--- config.mk ---
export PLATFORM = sky130hd
export DESIGN_NAME = slot_table_allocator
export DESIGN_NICKNAME = d
export VERILOG_FILES = /design/src/rtl/slta_pkg.sv /design/src/rtl/slta_entry_ram.sv /design/src/rtl/slta_free_finder.sv /design/src/rtl/slot_table_allocator.sv
export VERILOG_INCLUDE_DIRS = /design/src /design/src/rtl
export SDC_FILE = /design/constraint.sdc
export NUM_CORES = 2
export LEC_CHECK = 0
export BUFFER_PORTS_ARGS = -buffer_cell sky130_fd_sc_hd__buf_4
export CORE_MARGIN = 2
export CORE_UTILIZATION = 50
export DETAILED_ROUTE_END_ITERATION = 10
export GPL_ROUTABILITY_DRIVEN = 0
export GPL_TIMING_DRIVEN = 0
export PLACE_DENSITY = 0.65
export SLEW_MARGIN = 0
export SYNTH_ARGS = -nofsm -noshare
export SYNTH_HDL_FRONTEND = slang
export SYNTH_SLANG_ARGS = --single-unit
--- constraint.sdc ---
create_clock -name aclk -period 12.65 [get_ports aclk]
set_input_delay 1.265 -clock aclk [delete_from_list [all_inputs] [get_ports aclk]]
set_output_delay 1.265 -clock aclk [all_outputs]
set_load 0.03 [all_outputs]
--- src/rtl/slot_table_allocator_assert.svh ---
// Assertion macros shared by the slot table allocator RTL.
// Every check is clocked on aclk and is disabled while aresetn is low.
`ifndef SLOT_TABLE_ALLOCATOR_ASSERT_SVH
`define SLOT_TABLE_ALLOCATOR_ASSERT_SVH

// The consequent must hold in the same cycle as the antecedent.
`define SLTA_ASSERT_SAME(label, ante, cons) \
    label: assert property (@(posedge aclk) disable iff (!aresetn) (ante) |-> (cons)) \
        else $error("slot table allocator assertion failed");

// The consequent must hold in the cycle after the antecedent.
`define SLTA_ASSERT_NEXT(label, ante, cons) \
    label: assert property (@(posedge aclk) disable iff (!aresetn) (ante) |=> (cons)) \
        else $error("slot table allocator assertion failed");

`endif

--- src/rtl/slta_pkg.sv ---
`timescale 1ns / 1ps
// ----------------------------------------------------------------------------
// Slot table allocator package
// Table sizes, command and status codes, and the types that pass between the
// entry memory, the free entry finder and the control logic.
// ----------------------------------------------------------------------------
package slta_pkg;

    localparam int ENTRIES    = 64;
    localparam int OWNER_BITS = 16;
    localparam int COUNT_BITS = 8;

    localparam int ADDR_W = (ENTRIES > 1) ? $clog2(ENTRIES) : 1;

    // Fixed widths of the beat fields.
    localparam int CMD_W      = 3;
    localparam int INDEX_W    = 6;
    localparam int OWNER_W    = 16;
    localparam int PERM_W     = 2;
    localparam int STATUS_W   = 2;
    localparam int COUNT_W    = 8;

    // Free entry search: groups of eight valid bits, then one pass over groups.
    localparam int GRP_SIZE = 8;
    localparam int GRP_BITS = 3;
    localparam int NGRP     = (ENTRIES + GRP_SIZE - 1) / GRP_SIZE;

    localparam logic [CMD_W-1:0] CMD_CREATE = 3'd0;
    localparam logic [CMD_W-1:0] CMD_DELETE = 3'd1;
    localparam logic [CMD_W-1:0] CMD_GET    = 3'd2;
    localparam logic [CMD_W-1:0] CMD_INC    = 3'd3;
    localparam logic [CMD_W-1:0] CMD_DEC    = 3'd4;

    localparam logic [STATUS_W-1:0] ST_OK   = 2'd0;
    localparam logic [STATUS_W-1:0] ST_FULL = 2'd1;
    localparam logic [STATUS_W-1:0] ST_BAD  = 2'd2;

    localparam logic [COUNT_BITS-1:0] COUNT_MAX = {COUNT_BITS{1'b1}};

    typedef struct packed {
        logic [OWNER_BITS-1:0] owner;
        logic [PERM_W-1:0]     owner_perm;
        logic [PERM_W-1:0]     others_perm;
        logic [COUNT_BITS-1:0] use_count;
    } entry_t;

    typedef struct packed {
        logic              set;
        logic              clr;
        logic [ADDR_W-1:0] idx;
    } valid_upd_t;

    typedef struct packed {
        logic              found;
        logic [ADDR_W-1:0] idx;
    } free_t;

endpackage

--- src/rtl/slta_entry_ram.sv ---
`timescale 1ns / 1ps
// ----------------------------------------------------------------------------
// Slot table entry memory
// One write port and one read port with registered read data.
// ----------------------------------------------------------------------------
module slta_entry_ram
    import slta_pkg::*;
(
    input  logic              aclk,
    input  logic              we,
    input  logic [ADDR_W-1:0] waddr,
    input  entry_t            wdata,
    input  logic              re,
    input  logic [ADDR_W-1:0] raddr,
    output entry_t            rdata
);

    entry_t mem [ENTRIES];
    entry_t rdata_reg;

    always_ff @(posedge aclk) begin
        if (we) begin
            mem[waddr] <= wdata;
        end
        if (re) begin
            rdata_reg <= mem[raddr];
        end
    end

    assign rdata = rdata_reg;

endmodule

--- src/rtl/slta_free_finder.sv ---
`timescale 1ns / 1ps
// ----------------------------------------------------------------------------
// Slot table free entry finder
// Holds the per-entry valid bits and finds the lowest free entry through a
// two-level tree: per-group results are registered, the group pass follows.
// ----------------------------------------------------------------------------
module slta_free_finder
    import slta_pkg::*;
(
    input  logic               aclk,
    input  logic               aresetn,
    input  valid_upd_t         upd,
    output logic [ENTRIES-1:0] valid_vec,
    output free_t              free
);

    logic [ENTRIES-1:0]  valid_reg;
    logic [NGRP-1:0]     grp_any_reg;
    logic [NGRP-1:0]     grp_any_next;
    logic [GRP_BITS-1:0] grp_first_reg  [NGRP];
    logic [GRP_BITS-1:0] grp_first_next [NGRP];

    always_ff @(posedge aclk) begin
        if (!aresetn) begin
            valid_reg <= '0;
        end else if (upd.set) begin
            valid_reg[upd.idx] <= 1'b1;
        end else if (upd.clr) begin
            valid_reg[upd.idx] <= 1'b0;
        end
    end

    // Lowest free position inside each group of eight.
    always_comb begin
        int pos;
        for (int g = 0; g < NGRP; g++) begin
            grp_any_next[g]   = 1'b0;
            grp_first_next[g] = '0;
            for (int k = GRP_SIZE - 1; k >= 0; k--) begin
                pos = g * GRP_SIZE + k;
                if (pos < ENTRIES) begin
                    if (!valid_reg[ADDR_W'(pos)]) begin
                        grp_any_next[g]   = 1'b1;
                        grp_first_next[g] = GRP_BITS'(k);
                    end
                end
            end
        end
    end

    // The group stage runs every cycle; valid bits only change when a command
    // finishes, so the registered groups are current once a command executes.
    always_ff @(posedge aclk) begin
        grp_any_reg   <= grp_any_next;
        grp_first_reg <= grp_first_next;
    end

    always_comb begin
        free.found = 1'b0;
        free.idx   = '0;
        for (int g = NGRP - 1; g >= 0; g--) begin
            if (grp_any_reg[g]) begin
                free.found = 1'b1;
                free.idx   = ADDR_W'(g * GRP_SIZE + int'(grp_first_reg[g]));
            end
        end
    end

    assign valid_vec = valid_reg;

endmodule

--- src/rtl/slot_table_allocator.sv ---
`timescale 1ns / 1ps
// ----------------------------------------------------------------------------
// Slot table allocator
// First-fit allocator over a table of owner, permission and use-count entries.
// ----------------------------------------------------------------------------
// Usage:
// One command beat on the s_ channel produces exactly one result beat on the
// m_ channel. Create takes the lowest free entry, delete frees one, get reads
// one back, increase and decrease move its use count with saturation.
// A command is taken in the idle state (entry memory read, free search groups)
// and executed in the exec state (write back, valid update, result register
// load); no new command is taken until the previous one has executed.
// m_tvalid rises when the executing command loads the output register.
// Only one command is in flight; s_tready is high whenever none is executing.
// A finished result sits in the output register, so a new command is taken
// while it waits; if the receiver stalls, that command holds in execution
// until the output register frees up.
// Reset clears every valid bit at once, so the table is empty with no
// clearing pass; the entry memory itself is not reset.
// ----------------------------------------------------------------------------
`include "slot_table_allocator_assert.svh"

module slot_table_allocator
    import slta_pkg::*;
(
    input  logic        aclk,
    input  logic        aresetn,
    input  logic        s_tvalid,
    output logic        s_tready,
    // command[2:0], entry_index[8:3], owner_id[24:9], owner_perm[26:25],
    // others_perm[28:27], zero fill[31:29]
    input  logic [31:0] s_tdata,
    output logic        m_tvalid,
    input  logic        m_tready,
    // status[1:0], result_index[7:2], owner_out[23:8], owner_perm_out[25:24],
    // others_perm_out[27:26], use_count_out[35:28], zero fill[39:36]
    output logic [39:0] m_tdata
);

    localparam logic S_IDLE = 1'b0;
    localparam logic S_EXEC = 1'b1;

    logic state_reg, state_next;

    logic [CMD_W-1:0]   cmd_reg;
    logic [INDEX_W-1:0] idx_reg;
    logic [OWNER_W-1:0] owner_reg;
    logic [PERM_W-1:0]  owner_perm_reg;
    logic [PERM_W-1:0]  others_perm_reg;

    logic        m_valid_reg, m_valid_next;
    logic [39:0] m_data_reg, m_data_next;

    logic               accept;
    logic               out_load;
    logic [ADDR_W-1:0]  addr;
    logic               idx_in_range;
    logic               entry_ok;
    entry_t             rd_entry;
    entry_t             wr_entry;
    logic               ram_we;
    logic [ADDR_W-1:0]  ram_waddr;
    valid_upd_t         upd;
    logic [ENTRIES-1:0] valid_vec;
    free_t              free;

    logic [STATUS_W-1:0] status;
    logic [INDEX_W-1:0]  res_idx;
    logic [OWNER_W-1:0]  owner_out;
    logic [PERM_W-1:0]   owner_perm_out;
    logic [PERM_W-1:0]   others_perm_out;
    logic [COUNT_W-1:0]  use_count_out;

    assign s_tready = (state_reg == S_IDLE);
    assign accept   = s_tvalid && s_tready;
    assign out_load = (state_reg == S_EXEC) && (!m_valid_reg || m_tready);

    slta_entry_ram u_ram (
        .aclk  (aclk),
        .we    (ram_we),
        .waddr (ram_waddr),
        .wdata (wr_entry),
        .re    (accept),
        .raddr (ADDR_W'(s_tdata[8:3])),
        .rdata (rd_entry)
    );

    slta_free_finder u_finder (
        .aclk      (aclk),
        .aresetn   (aresetn),
        .upd       (upd),
        .valid_vec (valid_vec),
        .free      (free)
    );

    always_ff @(posedge aclk) begin
        if (accept) begin
            cmd_reg         <= s_tdata[2:0];
            idx_reg         <= s_tdata[8:3];
            owner_reg       <= s_tdata[24:9];
            owner_perm_reg  <= s_tdata[26:25];
            others_perm_reg <= s_tdata[28:27];
        end
    end

    assign addr         = ADDR_W'(idx_reg);
    assign idx_in_range = (32'(idx_reg) < 32'(ENTRIES));
    assign entry_ok     = idx_in_range && valid_vec[addr];

    always_comb begin
        ram_we          = 1'b0;
        ram_waddr       = addr;
        wr_entry        = rd_entry;
        upd.set         = 1'b0;
        upd.clr         = 1'b0;
        upd.idx         = addr;
        status          = ST_OK;
        res_idx         = idx_reg;
        owner_out       = '0;
        owner_perm_out  = '0;
        others_perm_out = '0;
        use_count_out   = '0;

        unique case (cmd_reg)
            CMD_CREATE: begin
                if (free.found) begin
                    ram_we               = out_load;
                    ram_waddr            = free.idx;
                    wr_entry.owner       = OWNER_BITS'(owner_reg);
                    wr_entry.owner_perm  = owner_perm_reg;
                    wr_entry.others_perm = others_perm_reg;
                    wr_entry.use_count   = '0;
                    upd.set              = out_load;
                    upd.idx              = free.idx;
                    res_idx              = INDEX_W'(free.idx);
                end else begin
                    status  = ST_FULL;
                    res_idx = '0;
                end
            end
            CMD_DELETE: begin
                if (entry_ok) begin
                    upd.clr = out_load;
                end else begin
                    status = ST_BAD;
                end
            end
            CMD_GET: begin
                if (entry_ok) begin
                    owner_out       = OWNER_W'(rd_entry.owner);
                    owner_perm_out  = rd_entry.owner_perm;
                    others_perm_out = rd_entry.others_perm;
                    use_count_out   = COUNT_W'(rd_entry.use_count);
                end else begin
                    status = ST_BAD;
                end
            end
            CMD_INC: begin
                if (entry_ok) begin
                    ram_we = out_load;
                    if (rd_entry.use_count != COUNT_MAX) begin
                        wr_entry.use_count = rd_entry.use_count + 1'b1;
                    end
                end else begin
                    status = ST_BAD;
                end
            end
            CMD_DEC: begin
                if (entry_ok) begin
                    ram_we = out_load;
                    if (rd_entry.use_count != '0) begin
                        wr_entry.use_count = rd_entry.use_count - 1'b1;
                    end
                end else begin
                    status = ST_BAD;
                end
            end
            default: begin
                status = ST_BAD;
            end
        endcase
    end

    always_comb begin
        state_next = state_reg;
        unique case (state_reg)
            S_IDLE: begin
                if (accept) begin
                    state_next = S_EXEC;
                end
            end
            S_EXEC: begin
                if (out_load) begin
                    state_next = S_IDLE;
                end
            end
            default: begin
                state_next = S_IDLE;
            end
        endcase
    end

    always_comb begin
        m_valid_next = m_valid_reg;
        m_data_next  = m_data_reg;
        if (out_load) begin
            m_valid_next = 1'b1;
            m_data_next  = {4'd0, use_count_out, others_perm_out, owner_perm_out,
                            owner_out, res_idx, status};
        end else if (m_tready) begin
            m_valid_next = 1'b0;
        end
    end

    always_ff @(posedge aclk) begin
        if (!aresetn) begin
            state_reg   <= S_IDLE;
            m_valid_reg <= 1'b0;
        end else begin
            state_reg   <= state_next;
            m_valid_reg <= m_valid_next;
        end
    end

    always_ff @(posedge aclk) begin
        m_data_reg <= m_data_next;
    end

    assign m_tvalid = m_valid_reg;
    assign m_tdata  = m_data_reg;

    // Only one command may be in flight: the interlock keeps the memory read of
    // a new command behind the write back of the previous one.
    `SLTA_ASSERT_NEXT(a_one_in_flight, accept, !s_tready)
    `SLTA_ASSERT_SAME(a_write_only_on_finish, ram_we || upd.set || upd.clr, out_load)
    `SLTA_ASSERT_SAME(a_set_clr_exclusive, 1'b1, !(upd.set && upd.clr))
    `SLTA_ASSERT_NEXT(a_finish_loads_output, out_load, m_tvalid && s_tready)

endmodule

Word-level counts from Yosys, hierarchy flattened
Memory sizes are Yosys's and may differ from the RTL's. A register that Yosys moved wholly into a read port is not among the register bits. Cells that the tools add are included. Widths: inputs -> output; s select.

Add/subtract/negate cells: 5. Order comparisons: 3. Equal/unequal tests: 5. Multiplexer cells: 68. Bitwise gates (word level): 4. Reductions and logical operators: 24.

Operators with widths (number): $mux 64 (2); $and 64x64->64 (1); $not 64->64 (1); $or 64x64->64 (1); $mux 3 (16); $mux 8 (4); $mux 28 (1); $mux 7 (4); $reduce_and 7->1 (4); $mux 6 (4); $pmux 8 s3 (1); $mux 1 (21); $mux 20 (1); $mux 2 (9); $reduce_and 4->1 (4); $lt 6x7->1 const B (2); $add 5x3->6 const A (2); $reduce_and 2->1 (5); $add 8x1->8 const B (1); $ne 8x8->1 const B (1); $reduce_bool 8->1 (1); $sub 8x1->8 const B (1); $bmux 1 s6 (1); $demux 1 s6 (1); other kinds (15) (20).

Flip-flop bits (word level): 147. Bits in writable memories: 1792. Input port bits: 36. Output and inout port bits: 42. Word-level logic and storage cells: 136. Memories: 1.

Memories: u_ram.mem (words 64, width 28, read ports 1, clocked after memory_dff 1, write ports 1, line slta_entry_ram.sv:18) `entry_t mem [ENTRIES];`.

Depth between registers and ports, before layout
Word-level depth: 15. Mapped depth: 11. Mapped depth without buffers: 9.

By module
From an unflattened synthesis, not the netlist that was laid out.

Cell total of the unflattened synthesis: 3803. Area, all modules: 76956.3 µm².

By module, submodules not included: slta_entry_ram (instances 1, cells an instance 3105, area each 69469.1 µm², seq. area each 54652.4 µm²); slot_table_allocator (instances 1, cells an instance 312, area each 3961.3 µm², seq. area each 1991.9 µm²); slta_free_finder (instances 1, cells an instance 386, area each 3525.9 µm², seq. area each 1581.5 µm²).

Worst setup path after synthesis
Ideal clock, no wire load.

Path type: flip-flop to flip-flop. Start point: register idx_reg[1], in the netlist addr[1]. End point: memory u_ram.mem[0][1] (netlist name), data pin. Setup time: 1.009 ns. Arrival: 6.048 ns. Data required time: 11.641 ns. Path slack: 5.594 ns. Stages on the path, launching flop included: 10. Buffers on the path: 2. Clock period less this slack: 7.056 ns. Cell sequence: edfxtp_1 buf_4 mux4_2 mux2i_1 a22oi_1 a32o_1 buf_4 nand2_1 a21oi_1 o311ai_0.

RTL lines: start: declaration (line slot_table_allocator.sv:46) `logic [INDEX_W-1:0] idx_reg;`; start signal: assignment (line slot_table_allocator.sv:99) `idx_reg <= s_tdata[8:3];`; end: declaration (line slta_entry_ram.sv:18).

==> results.cfg <==
[status]
status = finished, violations left
violations = capacitance limit, slew limit

[power_and_ir_drop]
design_power_total_mw = 13.9
pwr-share-seq_pct = 52.6
switchingPower_mw = 3.11
pwr-share-clk_pct = 40.7
pwr-share-comb_pct = 6.7
cellPowerDensity_nw_per_um2 = 159
internal_power_mw = 10.8
vdd_ir_drop_max_v = 0.000140
swShare_pct = 22.4
p_leak_nw = 27.3

[die]
ios = 78
die_area_um2 = 154000
num_rows = 142
die_y_um = 393
initial_core_util_pct = 50.4
fp.dieW_um = 393
coreArea_um2 = 150000

[critical_path]
path_buf_inv = 4
crit_arrival_ns = 5.44
worst-path-stages = 7
worst_setup_path_start_kind = input pin
path_class = input pin to register
worst_setup_path_end_kind = register
path_cells = buf_4 -> clkbuf_1 -> clkbuf_1 -> clkbuf_1 -> mux4_2 -> mux4_2 -> mux4_2
rr_worst_depth = 8
path_max_fanout = 10
cp_data_required_time_ns = 13.18
reg2reg_slack_ns = 7.85
r2r_end = u_ram.mem[8][15]$_DFFE_PP_
startpoint = s_tdata[4]
crit_end = u_ram.rdata[24]$_DFFE_PP_
crit_slowest_cell = clkbuf_1
crit-reg2reg-launch = cmd_reg[1]$_DFFE_PP_
critical-path-max-stage-delay_ns = 1.17
cp_top_family = buffers and inverters

[global_routing]
grt_usage_pct = 25.4
grt_max_degree = 65
antenna_found_initial = 12
grt-ovfl-total = 0
grt_pass1_wl_mm = 272
grt_pass1_vias = 35900

[yosys]
ys_ff_latch = 1965
synth.top_cells.by_area = edfxtp_1, mux4_2, dfxtp_1, nand2_1, nor2_1
synth_cells = 3300
ys_warn_count = 0
synth-adder-area-share_pct = 0.0331
synthArstFlopShare_pct = 0
synth_edf_count = 1884
synth_top_family_by_area = multiplexers
muxShareOfSynthArea_pct = 18.2
synth_top_area_cell = edfxtp_1
yosys.area_share.xor_xnor_pct = 0
synth_compound_area_share_pct = 1.54
yosys.area_share.simple_pct = 2.18
synth-seq-area-share_pct = 76.9
ys.flop_type = edfxtp_1
yosys.area.top_type_share_pct = 74.8
avgSynthCellArea_um2 = 22.9
synth.distinct_cells = 65
netlist_area_um2 = 75700

[cts]
post-cts-setup-buffers = 0
cts_tree = built
ctsLongestPathBuffers = 3
cts_buffers = 195
clk_pin_slew_worst_paths_ns = 0.06
clock_latency_ns = 0.84
clock-sinks = 1965
cts_hold_buffers = 0
cts-htree-levels = 4
clockRootBuffer = clkbuf_16
post_cts_resized = 0

[sta]
worstMarginPinSlew_ns = 1.55
rsz0062_at_grt = false
fin_crit_sh_pct = 38.8
slew_headroom_pct = -3.36
fin_skew_ns = 0.0744
final.setup.tns_ns = 0
final_max_slew_viol_count = 11
hold_violations = 0
finalSetupViolCount = 0
min_period_ns = 4.90
max_freq_ghz = 0.204

[route]
vias = 36600
routed_wl_mm = 193
wl_per_cell_um = 33.1
ant_nets = 0
viasPerCell = 6.27
drc = 0
initialDrtViolationCount = 4927
drtPass1Iterations = 8

[cells_and_area]
post-route-util_pct = 58.4
drive_gt1_share_pct = 31.9
final_common_cell = edfxtp_1
fin_nets = 3693
largest_reg_flops = 1792
fin_cells = 5833
num-fill-cells = 10700
syn2layout_area_growth_pct = 15.8
final_cell_mix = edfxtp_1, mux4_2, clkbuf_16

[job]
cap_violations = 1

[placed_design]
dp.cells = 5474
io_buffers = 69
dp_hpwl_mm = 128

[worst_hold_path]
hold_path_class = register to register
[Yosys cell counts (all sizes together), types with 2 or more instances]
cell type	instances
inv	14
or2	2
a22oi	4
a21oi	37
nor3b	4
nand2b	6
clkbuf	96
a21boi	6
a32oi	2
and2	30
o21ai	46
nor3	13
a31oi	18
buf	77
dfxtp	81
edfxtp	1884
nor4	3
a31o	2
nor2b	3
and3	4
o211ai	20
ha	2
a311o	2
o311ai	9
nand3	14
nand3b	4
mux2	4
a32o	7
nor2	109
or3	3
a21o	2
mux2i	7
nand2	167
nand4	3
mux4	604
[how the worst min path moves through the flow]
stage	start	to	slack (ns)	cells past startpoint
floorplan	register	register	0.41	2
global placement	register	register	0.41	2
detailed placement	register	register	0.42	2
CTS	register	register	0.43	2
global route	register	register	0.44	2
finish	register	register	0.43	2
[worst reg2reg max path: cells and delay by family, from the launching register on]
kind                   cells  cell delay [ns]
AND/OR/NAND/NOR            3             2.28
buffers and inverters      3             0.83
AO/OA/AOI/OAI              2             0.83
flip-flops                 1             0.54
[metal layers]
metal  wire, um  vias up  track usage [%]
li1           -    14800                -
met1      75500    19600             36.1
met2      89500     1871             38.6
met3      20100      356             6.18
met4       7830        6             9.80
met5         42        -                0
[power by group through the flow]
stage	logic [mW]	registers (mW)	clock network (mW)
after floorplan	0.471	7.46	0
after global placement	0.852	7.49	0
after detailed placement	0.926	7.45	0
after CTS	0.927	7.31	5.71
after global routing	0.969	7.31	5.97
final	0.930	7.31	5.64
[logic make-up (layout without fill, tap and decap cells)]
| group | after synthesis | in the layout |
|---|---|---|
| muxes | 615 | 615 |
| other | 1 | 8 |
| buffers and inverters | 188 | 698 |
| adders and majority gates | 2 | 2 |
| and+or+nand+nor | 368 | 368 |
| DFF | 1965 | 1965 |
| AOI/OAI and AO/OA | 161 | 161 |
[stage by stage]
| stage | hold WS, ns | worst slack [ns] | instance area (um^2) |
|---|---|---|---|
| floorplan | 0.407 | 5.59 | 75700 |
| global placement | 0.414 | 0.167 | 78700 |
| detailed placement | 0.420 | 7.06 | 81400 |
| CTS | 0.430 | 7.95 | 87600 |
| global route | 0.442 | 7.84 | 87600 |
| finish | 0.432 | 7.75 | 87600 |
[layout make-up]
| cell class | count | area [um^2] | area share (%) |
|---|---|---|---|
| buffer | 173 | 808 | 0.923 |
| clock buffer | 240 | 5130 | 5.86 |
| inverter | 15 | 56.3 | 0.0643 |
| antenna | 3 | 7.51 | 0.00857 |
| timing repair buffer | 154 | 2500 | 2.85 |
| multi-input combinational | 1151 | 17300 | 19.7 |
| sequential | 1965 | 58200 | 66.4 |
| tap | 2016 | 2520 | 2.88 |
| clock inverter | 116 | 1090 | 1.24 |
Power figures use the tool's default switching activity.
